===== config.mk =====
export PLATFORM = sky130hd
export DESIGN_NAME = scan_polygon_perimeter_unit
export DESIGN_NICKNAME = d
export VERILOG_FILES = /design/src/hdl/sppu_pkg.sv /design/src/hdl/sppu_div.sv /design/src/hdl/sppu_front.sv /design/src/hdl/sppu_queue.sv /design/src/hdl/sppu_back.sv /design/src/hdl/scan_polygon_perimeter_unit.sv
export SDC_FILE = /design/constraint.sdc
export NUM_CORES = 2
export LEC_CHECK = 0
export ABC_AREA = 1
export ABC_CLOCK_PERIOD_IN_PS = 7100
export BUFFER_PORTS_ARGS = -buffer_cell sky130_fd_sc_hd__buf_2
export CORE_AREA = 2 2 623 315
export DETAILED_ROUTE_END_ITERATION = 10
export DIE_AREA = 0 0 625 317
export PLACE_DENSITY = 0.73
export SYNTH_ARGS = -nofsm -noshare
export SYNTH_HDL_FRONTEND = slang
export SYNTH_SLANG_ARGS = --single-unit

===== constraint.sdc =====
create_clock -name clk -period 7.1 [get_ports clk]
set_clock_uncertainty 0.2 [all_clocks]
set_input_delay 0.355 -clock clk [delete_from_list [all_inputs] [get_ports clk]]
set_output_delay 0.355 -clock clk [all_outputs]
set_load 0.01 [all_outputs]

===== src/hdl/sppu_pkg.sv =====
// Shared types, constants and the arctangent table of the scan perimeter unit.
// Depends on nothing; every other file imports it.
`timescale 1ns / 1ps

package sppu_pkg;

  localparam int DEF_MAX_READINGS = 512;
  localparam int DEF_CORDIC_STEPS = 16;
  localparam int DEF_RANGE_BITS   = 16;

  localparam int RNG_W     = 16;   // range field
  localparam int CNT_W     = 10;   // count registers
  localparam int ANG_W     = 16;   // start angle registers
  localparam int IDX_W     = 11;   // reading index, total of both scans
  localparam int STEP_W    = 26;   // Q24 angular step
  localparam int TH_W      = 38;   // unreduced Q24 angle
  localparam int ZW        = 28;   // CORDIC angle accumulator
  localparam int OUT_W     = 32;
  localparam int APB_AW    = 4;
  localparam int APB_DW    = 32;
  localparam int QUEUE_DEPTH = 2;
  localparam int RED_STEPS = 11;   // quotient bits of the 2*pi reduction
  localparam int ITER_W    = 5;    // CORDIC step counter

  localparam longint PI_Q24      = 52707179;
  localparam longint HALF_PI_Q24 = 26353589;
  localparam longint TWO_PI_Q24  = 105414357;
  localparam longint GAIN_INV_Q16 = 39797;
  localparam int     REAR_ANGLE_RESET = 25736;

  typedef enum logic [1:0] {
    REG_FRONT_COUNT = 2'd0,
    REG_REAR_COUNT  = 2'd1,
    REG_FRONT_ANGLE = 2'd2,
    REG_REAR_ANGLE  = 2'd3
  } sppu_reg_t;

  typedef struct packed {
    logic [RNG_W-1:0]       range;
    logic signed [TH_W-1:0] theta;
    logic                   first;
    logic                   last;
  } sppu_item_t;

  function automatic logic signed [ZW-1:0] sppu_atan(input logic [ITER_W-1:0] i);
    logic signed [ZW-1:0] v;
    unique case (i)
      5'd0:  v = 28'sd13176795;
      5'd1:  v = 28'sd7778716;
      5'd2:  v = 28'sd4110060;
      5'd3:  v = 28'sd2086331;
      5'd4:  v = 28'sd1047214;
      5'd5:  v = 28'sd524117;
      5'd6:  v = 28'sd262123;
      5'd7:  v = 28'sd131069;
      5'd8:  v = 28'sd65536;
      5'd9:  v = 28'sd32768;
      5'd10: v = 28'sd16384;
      5'd11: v = 28'sd8192;
      5'd12: v = 28'sd4096;
      5'd13: v = 28'sd2048;
      5'd14: v = 28'sd1024;
      5'd15: v = 28'sd512;
      5'd16: v = 28'sd256;
      5'd17: v = 28'sd128;
      5'd18: v = 28'sd64;
      5'd19: v = 28'sd32;
      5'd20: v = 28'sd16;
      5'd21: v = 28'sd8;
      5'd22: v = 28'sd4;
      5'd23: v = 28'sd2;
      default: v = '0;
    endcase
    return v;
  endfunction

endpackage


===== src/hdl/sppu_div.sv =====
// Serial restoring divider that works out the angular step pi/(count-1).
// Depends on sppu_pkg.
`timescale 1ns / 1ps

module sppu_div
  import sppu_pkg::*;
(
  input  logic              clk,
  input  logic              rst_n,
  input  logic              start,
  input  logic [STEP_W-1:0] num,
  input  logic [CNT_W-1:0]  den,
  output logic              busy,
  output logic [STEP_W-1:0] quo
);

  logic [STEP_W-1:0] num_r, num_nxt;
  logic [STEP_W-1:0] quo_r, quo_nxt;
  logic [CNT_W-1:0]  den_r, den_nxt;
  logic [CNT_W-1:0]  rem_r, rem_nxt;
  logic [ITER_W-1:0] cnt_r, cnt_nxt;
  logic              busy_r, busy_nxt;
  logic [CNT_W:0]    rem_sh;
  logic [CNT_W:0]    rem_sub;
  logic              ge;

  assign rem_sh  = {rem_r, num_r[STEP_W-1]};
  assign ge      = rem_sh >= {1'b0, den_r};
  assign rem_sub = rem_sh - {1'b0, den_r};

  always_comb begin
    num_nxt  = num_r;
    quo_nxt  = quo_r;
    den_nxt  = den_r;
    rem_nxt  = rem_r;
    cnt_nxt  = cnt_r;
    busy_nxt = busy_r;
    if (start) begin
      num_nxt  = num;
      den_nxt  = den;
      rem_nxt  = '0;
      quo_nxt  = '0;
      cnt_nxt  = '0;
      busy_nxt = 1'b1;
    end else if (busy_r) begin
      num_nxt = {num_r[STEP_W-2:0], 1'b0};
      quo_nxt = {quo_r[STEP_W-2:0], ge};
      rem_nxt = ge ? rem_sub[CNT_W-1:0] : rem_sh[CNT_W-1:0];
      cnt_nxt = cnt_r + 1'b1;
      if (cnt_r == ITER_W'(STEP_W - 1)) begin
        busy_nxt = 1'b0;
      end
    end
  end

  always_ff @(posedge clk) begin
    if (!rst_n) begin
      busy_r <= 1'b0;
      cnt_r  <= '0;
      quo_r  <= '0;
    end else begin
      busy_r <= busy_nxt;
      cnt_r  <= cnt_nxt;
      quo_r  <= quo_nxt;
    end
    num_r <= num_nxt;
    den_r <= den_nxt;
    rem_r <= rem_nxt;
  end

  assign busy = busy_r;
  assign quo  = quo_r;

endmodule


===== src/hdl/sppu_front.sv =====
// Front end: register port, step dividers, reading index and angle of each reading.
// Depends on sppu_pkg and sppu_div.
`timescale 1ns / 1ps

module sppu_front
  import sppu_pkg::*;
#(
  parameter int MAX_READINGS = DEF_MAX_READINGS
) (
  input  logic              clk,
  input  logic              rst_n,
  input  logic              psel,
  input  logic              penable,
  input  logic              pwrite,
  input  logic [APB_AW-1:0] paddr,
  input  logic [APB_DW-1:0] pwdata,
  output logic [APB_DW-1:0] prdata,
  input  logic              in_valid,
  output logic              in_stall,
  input  logic [RNG_W-1:0]  in_range_mm,
  output logic              q_valid,
  input  logic              q_ready,
  output sppu_item_t        q_item
);

  logic [CNT_W-1:0] fcount_r, rcount_r;
  logic [ANG_W-1:0] fangle_r, rangle_r;
  logic             fzero_r, rzero_r;
  logic [IDX_W-1:0] idx_r, idx_nxt;

  logic              s1_valid_r, s1_valid_nxt;
  logic [RNG_W-1:0]  s1_range_r;
  logic signed [TH_W-1:0] s1_base_r;
  logic [IDX_W-1:0]  s1_rel_r;
  logic [STEP_W-1:0] s1_step_r;
  logic              s1_first_r, s1_last_r;

  logic              wr_en;
  sppu_reg_t         wr_reg;
  logic [CNT_W-1:0]  wr_eff;
  logic              fstart, rstart;
  logic              fbusy, rbusy;
  logic [STEP_W-1:0] fquo, rquo;
  logic [STEP_W-1:0] div_num;
  logic [CNT_W-1:0]  div_den;

  logic [CNT_W-1:0]  fc, rc;
  logic [IDX_W-1:0]  total;
  logic              is_front;
  logic              accept, load, push;
  logic [IDX_W:0]    idx_inc;
  logic              last;
  logic signed [ANG_W-1:0] start_ang;
  logic [STEP_W-1:0] step_sel;
  logic [TH_W-1:0]   prod;

  function automatic logic [CNT_W-1:0] eff_count(input logic [CNT_W-1:0] c);
    return (int'(c) > MAX_READINGS) ? CNT_W'(MAX_READINGS) : c;
  endfunction

  // Register writes; a count write of two or more restarts its step divider
  assign wr_en   = psel & penable & pwrite;
  assign wr_reg  = sppu_reg_t'(paddr[3:2]);
  assign wr_eff  = eff_count(pwdata[CNT_W-1:0]);
  assign div_den = wr_eff - 1'b1;
  assign div_num = STEP_W'(PI_Q24) + STEP_W'(div_den >> 1);
  assign fstart  = wr_en && (wr_reg == REG_FRONT_COUNT) && (wr_eff >= CNT_W'(2));
  assign rstart  = wr_en && (wr_reg == REG_REAR_COUNT) && (wr_eff >= CNT_W'(2));

  sppu_div u_fdiv (
    .clk(clk), .rst_n(rst_n), .start(fstart), .num(div_num), .den(div_den),
    .busy(fbusy), .quo(fquo)
  );

  sppu_div u_rdiv (
    .clk(clk), .rst_n(rst_n), .start(rstart), .num(div_num), .den(div_den),
    .busy(rbusy), .quo(rquo)
  );

  always_ff @(posedge clk) begin
    if (!rst_n) begin
      fcount_r <= '0;
      rcount_r <= '0;
      fangle_r <= '0;
      rangle_r <= ANG_W'(REAR_ANGLE_RESET);
      fzero_r  <= 1'b1;
      rzero_r  <= 1'b1;
    end else if (wr_en) begin
      unique case (wr_reg)
        REG_FRONT_COUNT: begin
          fcount_r <= pwdata[CNT_W-1:0];
          fzero_r  <= wr_eff < CNT_W'(2);
        end
        REG_REAR_COUNT: begin
          rcount_r <= pwdata[CNT_W-1:0];
          rzero_r  <= wr_eff < CNT_W'(2);
        end
        REG_FRONT_ANGLE: fangle_r <= pwdata[ANG_W-1:0];
        REG_REAR_ANGLE:  rangle_r <= pwdata[ANG_W-1:0];
        default: ;
      endcase
    end
  end

  always_comb begin
    unique case (sppu_reg_t'(paddr[3:2]))
      REG_FRONT_COUNT: prdata = APB_DW'(fcount_r);
      REG_REAR_COUNT:  prdata = APB_DW'(rcount_r);
      REG_FRONT_ANGLE: prdata = APB_DW'(fangle_r);
      REG_REAR_ANGLE:  prdata = APB_DW'(rangle_r);
      default:         prdata = '0;
    endcase
  end

  // Classify the reading: which scan, where in it, first or closing
  assign fc       = eff_count(fcount_r);
  assign rc       = eff_count(rcount_r);
  assign total    = IDX_W'(fc) + IDX_W'(rc);
  assign is_front = idx_r < IDX_W'(fc);
  assign idx_inc  = {1'b0, idx_r} + 1'b1;
  assign last     = idx_inc >= {1'b0, total};
  assign start_ang = is_front ? fangle_r : rangle_r;
  assign step_sel  = is_front ? (fzero_r ? '0 : fquo) : (rzero_r ? '0 : rquo);

  assign push     = s1_valid_r && q_ready;
  assign in_stall = fbusy || rbusy || (s1_valid_r && !q_ready);
  assign accept   = in_valid && !in_stall;
  assign load     = accept && (total != '0);

  always_comb begin
    idx_nxt      = idx_r;
    s1_valid_nxt = s1_valid_r;
    if (push) s1_valid_nxt = 1'b0;
    if (load) begin
      s1_valid_nxt = 1'b1;
      idx_nxt      = last ? '0 : idx_inc[IDX_W-1:0];
    end
  end

  always_ff @(posedge clk) begin
    if (!rst_n) begin
      idx_r      <= '0;
      s1_valid_r <= 1'b0;
    end else begin
      idx_r      <= idx_nxt;
      s1_valid_r <= s1_valid_nxt;
    end
    if (load) begin
      s1_range_r <= in_range_mm;
      s1_base_r  <= (TH_W'(start_ang) <<< 11) - TH_W'(HALF_PI_Q24);
      s1_rel_r   <= is_front ? idx_r : idx_r - IDX_W'(fc);
      s1_step_r  <= step_sel;
      s1_first_r <= idx_r == '0;
      s1_last_r  <= last;
    end
  end

  assign prod = TH_W'(s1_rel_r) * TH_W'(s1_step_r);

  assign q_valid       = s1_valid_r;
  assign q_item.range  = s1_range_r;
  assign q_item.theta  = s1_base_r + $signed(prod);
  assign q_item.first  = s1_first_r;
  assign q_item.last   = s1_last_r;

endmodule


===== src/hdl/sppu_queue.sv =====
// Short queue of classified readings between the front end and the back end.
// Depends on sppu_pkg.
`timescale 1ns / 1ps

module sppu_queue
  import sppu_pkg::*;
(
  input  logic       clk,
  input  logic       rst_n,
  input  logic       push_valid,
  output logic       push_ready,
  input  sppu_item_t push_item,
  output logic       pop_valid,
  input  logic       pop_ready,
  output sppu_item_t pop_item
);

  localparam int QA_W = (QUEUE_DEPTH > 1) ? $clog2(QUEUE_DEPTH) : 1;

  sppu_item_t      mem [QUEUE_DEPTH];
  logic [QA_W-1:0] wr_r, rd_r;
  logic [QA_W:0]   cnt_r;
  logic            do_push, do_pop;

  assign push_ready = cnt_r != (QA_W+1)'(QUEUE_DEPTH);
  assign pop_valid  = cnt_r != '0;
  assign do_push    = push_valid && push_ready;
  assign do_pop     = pop_valid && pop_ready;
  assign pop_item   = mem[rd_r];

  always_ff @(posedge clk) begin
    if (!rst_n) begin
      wr_r  <= '0;
      rd_r  <= '0;
      cnt_r <= '0;
    end else begin
      if (do_push) wr_r <= wr_r + 1'b1;
      if (do_pop)  rd_r <= rd_r + 1'b1;
      cnt_r <= cnt_r + (QA_W+1)'(do_push) - (QA_W+1)'(do_pop);
    end
    if (do_push) mem[wr_r] <= push_item;
  end

endmodule


===== src/hdl/sppu_back.sv =====
// Back end: angle reduction, rotation and vectoring CORDIC, running sum and result.
// Depends on sppu_pkg.
`timescale 1ns / 1ps

module sppu_back
  import sppu_pkg::*;
#(
  parameter int CORDIC_STEPS = DEF_CORDIC_STEPS,
  parameter int RANGE_BITS   = DEF_RANGE_BITS
) (
  input  logic             clk,
  input  logic             rst_n,
  input  logic             q_valid,
  output logic             q_ready,
  input  sppu_item_t       q_item,
  output logic             out_valid,
  input  logic             out_stall,
  output logic [OUT_W-1:0] out_perimeter_mm
);

  localparam int RW = (RANGE_BITS < RNG_W) ? RANGE_BITS : RNG_W;
  localparam int PW = RW + 10;       // Q8 point coordinate
  localparam int VW = PW + 3;        // vectoring datapath
  localparam int SW = VW + 12;       // running sum
  localparam int XP_W = RW + 17;
  localparam int EP_W = VW + 17;
  localparam logic [RNG_W-1:0] RMASK = RNG_W'((64'd1 << RW) - 64'd1);
  localparam logic signed [TH_W-1:0] PI_T     = TH_W'(PI_Q24);
  localparam logic signed [TH_W-1:0] HALF_T   = TH_W'(HALF_PI_Q24);
  localparam logic signed [TH_W-1:0] TWO_PI_T = TH_W'(TWO_PI_Q24);

  typedef enum logic [9:0] {
    S_IDLE   = 10'b0000000001,
    S_PREP   = 10'b0000000010,
    S_REDUCE = 10'b0000000100,
    S_FOLD   = 10'b0000001000,
    S_ROT    = 10'b0000010000,
    S_PLACE  = 10'b0000100000,
    S_VEC    = 10'b0001000000,
    S_EMUL   = 10'b0010000000,
    S_ACC    = 10'b0100000000,
    S_FIN    = 10'b1000000000
  } state_t;

  state_t state_r, state_nxt;

  logic signed [TH_W-1:0] th_r, w_r;
  logic                   gt_r;
  logic [3:0]             k_r;
  logic [RNG_W-1:0]       rng_r;
  logic                   first_r, last_r, cls_r, flip_r;
  logic signed [PW-1:0]   x0_r, x_r, y_r;
  logic signed [ZW-1:0]   z_r;
  logic [ITER_W-1:0]      i_r;
  logic signed [VW-1:0]   vx_r, vy_r;
  logic [VW-1:0]          edge_r;
  logic signed [PW-1:0]   fx_r, fy_r, px_r, py_r;
  logic [SW-1:0]          sum_r;
  logic [OUT_W-1:0]       out_r;
  logic                   out_valid_r;

  logic signed [TH_W-1:0] tfix, cmp2pi, zr;
  logic [XP_W-1:0]        xprod;
  logic [EP_W-1:0]        eprod;
  logic signed [PW-1:0]   p_x, p_y;
  logic signed [PW-1:0]   a_x, a_y, b_x, b_y;
  logic signed [VW-1:0]   dxs, vx0, vy0;
  logic [SW:0]            mm;
  logic                   out_free;
  logic                   last_iter;

  assign q_ready  = state_r == S_IDLE;
  assign out_free = !out_valid_r || !out_stall;
  assign last_iter = i_r == ITER_W'(CORDIC_STEPS - 1);

  assign tfix   = (th_r < -PI_T) ? th_r + TWO_PI_T : th_r;
  assign cmp2pi = TWO_PI_T <<< k_r;
  assign zr     = gt_r ? ((w_r == '0) ? PI_T : w_r - PI_T) : th_r;
  assign xprod  = XP_W'(rng_r & RMASK) * XP_W'(GAIN_INV_Q16) + XP_W'(128);
  assign eprod  = EP_W'($unsigned(vx_r)) * EP_W'(GAIN_INV_Q16) + EP_W'(32768);
  assign p_x    = flip_r ? -x_r : x_r;
  assign p_y    = flip_r ? -y_r : y_r;
  assign mm     = ({1'b0, sum_r} + (SW+1)'(128)) >> 8;

  // Edge operands: new edge when a point is placed, closing edge after accumulation
  always_comb begin
    if (state_r == S_PLACE) begin
      a_x = first_r ? p_x : px_r;
      a_y = first_r ? p_y : py_r;
      b_x = p_x;
      b_y = p_y;
    end else begin
      a_x = px_r;
      a_y = py_r;
      b_x = fx_r;
      b_y = fy_r;
    end
  end
  assign dxs = VW'(b_x) - VW'(a_x);
  assign vx0 = (dxs < 0) ? -dxs : dxs;
  assign vy0 = VW'(b_y) - VW'(a_y);

  always_comb begin
    state_nxt = state_r;
    unique case (state_r)
      S_IDLE:   if (q_valid) state_nxt = S_PREP;
      S_PREP:   state_nxt = S_REDUCE;
      S_REDUCE: if (k_r == '0) state_nxt = S_FOLD;
      S_FOLD:   state_nxt = S_ROT;
      S_ROT:    if (last_iter) state_nxt = S_PLACE;
      S_PLACE:  state_nxt = (!first_r || last_r) ? S_VEC : S_IDLE;
      S_VEC:    if (last_iter) state_nxt = S_EMUL;
      S_EMUL:   state_nxt = S_ACC;
      S_ACC: begin
        priority if (cls_r)  state_nxt = S_FIN;
        else if (last_r)     state_nxt = S_VEC;
        else                 state_nxt = S_IDLE;
      end
      S_FIN:    if (out_free) state_nxt = S_IDLE;
      default:  state_nxt = S_IDLE;
    endcase
  end

  always_ff @(posedge clk) begin
    if (!rst_n) begin
      state_r     <= S_IDLE;
      out_valid_r <= 1'b0;
    end else begin
      state_r <= state_nxt;
      if (state_r == S_FIN && out_free) out_valid_r <= 1'b1;
      else if (!out_stall)             out_valid_r <= 1'b0;
    end

    unique case (state_r)
      S_IDLE: begin
        if (q_valid) begin
          th_r    <= q_item.theta;
          rng_r   <= q_item.range;
          first_r <= q_item.first;
          last_r  <= q_item.last;
        end
      end
      S_PREP: begin
        th_r <= tfix;
        gt_r <= tfix > PI_T;
        w_r  <= tfix + PI_T;
        k_r  <= 4'(RED_STEPS - 1);
        x0_r <= PW'(xprod >> 8);
      end
      S_REDUCE: begin
        if (w_r >= cmp2pi) w_r <= w_r - cmp2pi;
        k_r <= k_r - 1'b1;
      end
      S_FOLD: begin
        priority if (zr > HALF_T) begin
          z_r    <= ZW'(zr - PI_T);
          flip_r <= 1'b1;
        end else if (zr < -HALF_T) begin
          z_r    <= ZW'(zr + PI_T);
          flip_r <= 1'b1;
        end else begin
          z_r    <= ZW'(zr);
          flip_r <= 1'b0;
        end
        x_r <= x0_r;
        y_r <= '0;
        i_r <= '0;
      end
      S_ROT: begin
        if (z_r >= 0) begin
          x_r <= x_r - (y_r >>> i_r);
          y_r <= y_r + (x_r >>> i_r);
          z_r <= z_r - sppu_atan(i_r);
        end else begin
          x_r <= x_r + (y_r >>> i_r);
          y_r <= y_r - (x_r >>> i_r);
          z_r <= z_r + sppu_atan(i_r);
        end
        i_r <= i_r + 1'b1;
      end
      S_PLACE: begin
        px_r <= p_x;
        py_r <= p_y;
        if (first_r) begin
          fx_r  <= p_x;
          fy_r  <= p_y;
          sum_r <= '0;
        end
        cls_r <= first_r;
        vx_r  <= vx0;
        vy_r  <= vy0;
        i_r   <= '0;
      end
      S_VEC: begin
        if (vy_r > 0) begin
          vx_r <= vx_r + (vy_r >>> i_r);
          vy_r <= vy_r - (vx_r >>> i_r);
        end else begin
          vx_r <= vx_r - (vy_r >>> i_r);
          vy_r <= vy_r + (vx_r >>> i_r);
        end
        i_r <= i_r + 1'b1;
      end
      S_EMUL: edge_r <= eprod[VW+15:16];
      S_ACC: begin
        sum_r <= sum_r + SW'(edge_r);
        // Set up the closing edge back to the first point
        if (!cls_r && last_r) begin
          cls_r <= 1'b1;
          vx_r  <= vx0;
          vy_r  <= vy0;
          i_r   <= '0;
        end
      end
      S_FIN: begin
        if (out_free) begin
          out_r <= ((mm >> OUT_W) != '0) ? '1 : mm[OUT_W-1:0];
        end
      end
      default: ;
    endcase
  end

  assign out_valid        = out_valid_r;
  assign out_perimeter_mm = out_r;

endmodule


===== src/hdl/scan_polygon_perimeter_unit.sv =====
// Top level of the scan perimeter unit: front end, request queue and back end.
// Depends on sppu_pkg, sppu_front, sppu_queue and sppu_back.
`timescale 1ns / 1ps
//
//  channel  | handshake               | payload            | role
//  ---------+-------------------------+--------------------+--------------------------
//  in       | in_valid / in_stall     | in_range_mm[15:0]  | one range reading per request
//  out      | out_valid / out_stall   | out_perimeter_mm   | perimeter once a polygon closes
//  config   | psel penable pwrite     | paddr pwdata prdata| counts and start angles
//
//  In the back end a reading is popped, prepared, reduced modulo 2*pi, folded and turned
//  by the 16 rotation CORDIC steps; then the point is placed and its edge is vectored by
//  16 vectoring steps, scaled and added. The first reading of a polygon, unless it is
//  also the last, skips vectoring; the closing reading adds a second vectoring pass for
//  the closing edge and an output step. The back end takes a new reading only when idle.
//  A count write of two or more runs a step division; in_stall stays high until it ends.
//  Reset is synchronous and active low; no clearing pass is needed.
//  The queue holds two requests, so the front keeps accepting until it fills while the
//  back works or while a finished result waits on out_stall.

module scan_polygon_perimeter_unit
  import sppu_pkg::*;
#(
  parameter int MAX_READINGS = DEF_MAX_READINGS,
  parameter int CORDIC_STEPS = DEF_CORDIC_STEPS,
  parameter int RANGE_BITS   = DEF_RANGE_BITS
) (
  input  logic              clk,
  input  logic              rst_n,
  input  logic              psel,
  input  logic              penable,
  input  logic              pwrite,
  input  logic [APB_AW-1:0] paddr,
  input  logic [APB_DW-1:0] pwdata,
  output logic [APB_DW-1:0] prdata,
  output logic              pready,
  input  logic              in_valid,
  output logic              in_stall,
  input  logic [RNG_W-1:0]  in_range_mm,
  output logic              out_valid,
  input  logic              out_stall,
  output logic [OUT_W-1:0]  out_perimeter_mm
);

  logic       f_valid, f_ready;
  sppu_item_t f_item;
  logic       b_valid, b_ready;
  sppu_item_t b_item;

  // Zero wait states on the register port
  assign pready = 1'b1;

  // Classify each reading and form its angle
  sppu_front #(
    .MAX_READINGS(MAX_READINGS)
  ) u_front (
    .clk(clk), .rst_n(rst_n),
    .psel(psel), .penable(penable), .pwrite(pwrite), .paddr(paddr),
    .pwdata(pwdata), .prdata(prdata),
    .in_valid(in_valid), .in_stall(in_stall), .in_range_mm(in_range_mm),
    .q_valid(f_valid), .q_ready(f_ready), .q_item(f_item)
  );

  // Decouple the two halves
  sppu_queue u_queue (
    .clk(clk), .rst_n(rst_n),
    .push_valid(f_valid), .push_ready(f_ready), .push_item(f_item),
    .pop_valid(b_valid), .pop_ready(b_ready), .pop_item(b_item)
  );

  // Convert to points, measure edges, hold the result
  sppu_back #(
    .CORDIC_STEPS(CORDIC_STEPS),
    .RANGE_BITS(RANGE_BITS)
  ) u_back (
    .clk(clk), .rst_n(rst_n),
    .q_valid(b_valid), .q_ready(b_ready), .q_item(b_item),
    .out_valid(out_valid), .out_stall(out_stall),
    .out_perimeter_mm(out_perimeter_mm)
  );

endmodule

# Word level (Yosys, flattened, before mapping)
# Memory sizes are Yosys's and may differ from the RTL's. A register that Yosys moved wholly into a read port is not among the register bits.
# Index checks and enable logic that the tools add are counted.
[word_totals]
ramBits = 112
input_bits = 59
memories = 3
regBits = 805
rom_bits = 1536
[op_classes]
reduce_logical = 55
mux = 83
n_bitwise = 3
n_eq_ne = 26
addsub = 42
n_shift = 5
n_lt_le_gt_ge = 17
n_mul = 3
[memory_table]
columns = ["memory", "words", "width", "rd", "rd_clocked_by_memory_dff", "write_ports", "line", "text"]
rows = [
  ["(name not given)", 32, 24, 1, 1, 0, "sppu_pkg.sv:47", "unique case (i)"],
  ["(name not given)", 32, 24, 1, 1, 0, "sppu_pkg.sv:47", ""],
  ["u_queue.mem", 2, 56, 1, 1, 1, "sppu_queue.sv:20", "sppu_item_t mem [QUEUE_DEPTH];"],
]
[op_table]
columns = ["operator", "n"]
rows = [
  ["$mux W26", 17],
  ["$mux W28", 7],
  ["$mux W38", 5],
  ["$pmux W29 S3", 2],
  ["$pmux W38 S2", 2],
  ["$mux W29", 5],
  ["$pmux W32 S4", 1],
  ["$mux W10", 11],
  ["$pmux W26 S2", 2],
  ["$pmux W10 S10", 1],
  ["$pmux W41 S2", 1],
  ["$add A29 B29 Y29", 2],
  ["$sshr A29 B5 Y29", 2],
  ["$sub A29 B29 Y29", 2],
  ["$pmux W28 S2", 1],
  ["$sub A26 B26 Y27", 2],
  ["$add A26 B26 Y26", 2],
  ["$neg A26 Y26", 2],
  ["$sshr A26 B5 Y26", 2],
  ["$sub A26 B26 Y26", 2],
  ["$add A45 B16 Y45 const B", 1],
  ["$mul A29 B16 Y45 const B", 1],
  ["$add A41 B8 Y42 const B", 1],
  ["$reduce_bool A42 Y1", 1],
  ["81 further kinds", 159],
]

# Depth between registers and ports, before layout
[logic_depth]
ltp_word = 9
ltp_mapped = 38
mapped_depth_nobuf = 36

# By module
# A second synthesis with hierarchy kept.
[hier_totals]
cells_unflattened = 13216
hier_area_um2 = 97802.6
[modules_own_cells]
columns = ["mod", "area_per_inst_um2", "n_inst", "cells_each"]
rows = [
  ["sppu_back", 66602.6, 1, 9459],
  ["sppu_front", 19468.7, 1, 2667],
  ["sppu_div", 3641.0, 2, 439],
  ["sppu_queue", 4438.0, 1, 210],
  ["scan_polygon_perimeter_unit", 11.3, 1, 2],
]

# Worst setup path before layout
# Ideal clock, no wire load.
[synth_timing]
path_type = "register to register"
startpoint = "register u_front.s1_rel_r[7]"
endpoint = "memory u_queue.mem[0][37] (netlist name) (data pin)"
setup_ps = 281
path_stages_with_launch = 34
n_path_buf = 2
setup_slack_ps = -435
period_less_slack_ps = 7535
arrival_ps = 7054
path_cell_list = "edfxtp_1 clkbuf_1 clkbuf_1 nand2_1 fa_1 inv_1 fa_1 fa_1 fa_1 inv_1 fa_1 inv_1 ha_1 a21oi_1 inv_1 a31oi_1 o21ai_1 a21boi_0 o21ai_1 a21boi_0 o21ai_0 a21boi_1 o21ai_0 xor2_1 ha_1 nand2_1 inv_1 nand3_1 nor3_1 nand3_1 nand2_1 inv_1 o311ai_0 xor2_1"
[synth_lines]
columns = ["element", "line", "text"]
rows = [
  ["from (decl)", "sppu_front.sv:34", "logic [IDX_W-1:0] s1_rel_r;"],
  ["from (signal assigned)", "sppu_front.sv:151", "s1_rel_r <= is_front ? idx_r : idx_r - IDX_W'(fc);"],
  ["to (decl)", "sppu_queue.sv:20", ""],
]

==> results.txt <==
Area Overhead vs Synth = 9.47%
# DRC = 0
Cell count along the critical path = 33
Row cnt = 114
Asr flop ratio synth = 0
Antenna cells = 0
Buf/Inv on CP = 9
Port Buffers = 90
CTS Root Cell = clkbuf_16
Relative slew slack = 0.158
Num CTS Buffers = 92
Average size of a mapped cell = 7.44 um2
Worst-Skew Late Latency = 770 ps
Outcome = finished, final reports clean
Fin cells = 15700
Vias in the first global route = 82900
Reg2reg setup slack = 40 ps
Final setup vio count = 0
IO Pins = 126
Yosys cell types = 79
CP top delay family = adder cells
CP startpoint = u_front.s1_rel_r[5]
Die span in y = 317 um
Post-synth EDFFs = 731
Post-synth top area cell = edfxtp_1
Total wire length = 283000 um
Post-DP HPWL = 222000 um
CTS tree = done
Slowest CP cell = fa_1
DIE WIDTH = 625 um
Max-slew violation count = 0
Largest net degree at the start of global routing = 141
Top FF cell, synth = edfxtp_1
CP endpoint = u_queue.mem[0][33]
Grt total ovfl = 0
Fin nets = 14400
Clock sinks = 921
HP Class = in -> reg
Mapped Cells = 12900
Max clock buf depth = 3
Startpoint Class = flip-flop
Area of the core = 0.192 mm2
WP data required = 7360 ps
Worst r2r dst = u_queue.mem[0][33]
Wirelength per Cell = 18.1 um
Global-route wire length before repair = 447000 um
Layout Utilization = 0.546
Synth Register Bits = 921
Gpl congestion = 0.993
H-tree depth = 3
Register area share after synthesis = 0.268
Reg clk slew, reported paths = 70 ps
Final worst-path cycle share = 0.995
Arrival time worst endpoint = 7320 ps
Starting Density = 0.499
MaxCap Viol Count = 0
Synthesized area = 0.0960 mm2
Synth top area cells = edfxtp_1 (23%), nand2_1 (13%), fa_1 (11%), ha_1 (9.8%), inv_1 (7.2%)
Fmax = 142 MHz
GR Util All Layers = 0.279
Vias = 87200
YS warnings = 0
Worst Path Max Fanout = 4
R2r worst-path depth = 33
Final hold vios = 0
Antenna-violating nets left = 0
Synth top area share = 0.229
Final Critical Period = 7060 ps
Worst setup path category = reg -> reg
Setup_tns = 0 ps
Crit-path most repeated cell = fa_1
Initial antenna violation count = 3
CP Capture Type = flip-flop
Layout cells sized above 1 = 0.0766
Die Area = 0.198 mm2
Vias per cell = 5.56
Placed insts = 15400
DRT iter0 DRCs = 8243
Pre-antenna DRT Iters = 8
RR Startpoint = u_front.s1_rel_r[5]
RSZ-0062 raised after global routing = yes
Least-Margin Pin Slew = 1260 ps
Crit-path max cell delay = 570 ps
==> synthesized netlist by cell type, types with 9 or more instances <==
cell type  number
nor2_4         10
o211ai_1       71
mux2i_1       102
inv_1        1848
o21a_1         48
o21ai_2        14
o22ai_1        27
nand2_2        38
xor2_1        370
o2111ai_1      15
o31ai_1        11
a21o_1         19
a21oi_1       781
inv_2          51
a211oi_1       69
nor2_1       1070
or2_2          60
o32ai_1        26
nand3b_1       19
nor4_1         55
o221ai_1       17
buf_2          67
o21bai_1       34
a21boi_0       20
buf_1          28
o21ai_1        84
nand3_1       559
edfxtp_1      731
clkbuf_1      244
nand3_2         9
nor2_2         30
ha_1          748
a31oi_1       105
xnor2_1       158
buf_6          20
and2_1         11
nand2_1      3310
dfxtp_1       190
o21ai_0       866
nand4_1       161
fa_1          537
nor3_1        139
buf_4          37
==> stage by stage <==
stage | hold WS [ps] | instance area, um2 | worst slack [ps]
2_1_floorplan | 221 | 96000 | 44.5
3_3_place_gp | 222 | 99900 | -323
3_5_place_dp | 231 | 99900 | -345
4_1_cts | 5.39 | 104000 | 3.73
5_1_grt | 58.3 | 105000 | -254
6_report | 52.1 | 105000 | 36.0
==> flip-flops by register name (all words and copies together) (netlist names), 17 cells and up, named ones only <==
signal	cells
u_back.out_perimeter_mm	32
u_back.x0_r	25
u_back.z_r	28
u_back.vx_r	29
u_front.u_fdiv.num_r	26
u_back.fy_r	26
u_back.x_r	26
u_back.py_r	26
u_front.s1_step_r	26
u_back.edge_r	29
u_back.y_r	26
u_back.w_r	38
u_back.vy_r	29
u_front.u_rdiv.num_r	26
u_back.px_r	26
u_back.sum_r	41
u_back.th_r	38
u_queue.mem	112
u_front.u_fdiv.quo	26
u_back.fx_r	26
u_front.u_rdiv.quo	26
u_front.s1_base_r	17
==> layer usage <==
layer  GRT usage  up-vias  share of wire
met4      0.0783        2          0.029
li1            -    42600              -
met3      0.0329      493          0.066
met1       0.388    41100           0.45
met2       0.462     2980           0.46
met5           0        -       0.000064
==> placed cells by master, fill, tap and decap left out, types with 102 or more instances in the layout <==
master / synthesis / layout
inv_1: 1848 / 1823
buf_4: 37 / 291
a21oi_1: 781 / 744
mux2i_1: 102 / 102
fa_1: 537 / 528
ha_1: 748 / 721
xnor2_1: 158 / 155
o21ai_0: 866 / 848
nand3_1: 559 / 551
nor3_1: 139 / 128
nor2_1: 1070 / 1054
nand2_1: 3310 / 3281
dfxtp_1: 190 / 187
edfxtp_1: 731 / 731
a31oi_1: 105 / 102
nand4_1: 161 / 161
xor2_1: 370 / 365
==> area by class of cell <==
type                       count  area, um2
fill                       18100      87400
multi-input combinational   9686      62300
sequential                   921      25800
inverter                    1906       7160
timing repair buffer         445       3410
tap                         2552       3190
clock buffer                 112       2450
clock inverter                61        820
==> worst register-to-register path: cells and delay by family, from the launching register on <==
family          cells  cell delay, ps
xor+xnor            2             330
simple gates        4             280
fa+ha+maj           7            3170
flops               1             430
compound gates     11            1550
buf+inv             9             790
==> cells by family (layout without fill, tap and decap cells) <==
family | Yosys count | after routing | synth area share
and+or+nand+nor | 5504 | 5504 | 0.238
buffers and inverters | 2304 | 2524 | 0.0943
AOI/OAI and AO/OA | 2250 | 2250 | 0.131
adders and majority gates | 1285 | 1285 | 0.210
DFF | 921 | 921 | 0.268
xor gates and xnor gates | 528 | 528 | 0.0482
muxes | 102 | 102 | 0.0106
other | 2 | 17 | 0.0000783
==> how the worst min path moves through the flow <==
stage	start	end	slack [ps]	depth (start not counted)
floorplan	u_front.s1_last_r	u_queue.mem[0][0]	220	0
global placement	u_front.s1_range_r[9]	u_queue.mem[0][49]	220	0
detailed placement	u_front.s1_range_r[9]	u_queue.mem[0][49]	230	0
CTS	penable	u_front.rzero_r	5	5
global route	penable	u_front.rzero_r	60	5
finish	penable	u_front.rzero_r	50	5
==> repair_timing <==
item	in CTS	in global routing
resized for setup	54	192
hold endpoints to repair	108	0
setup buffers	15	53
setup endpoints to repair	30	48
hold buffers	36	0
gates cloned	1	0
pin swaps	47	101
Power is not shown: default switching activity piles up to over one toggle a cycle in this logic, so the estimate is an artifact.
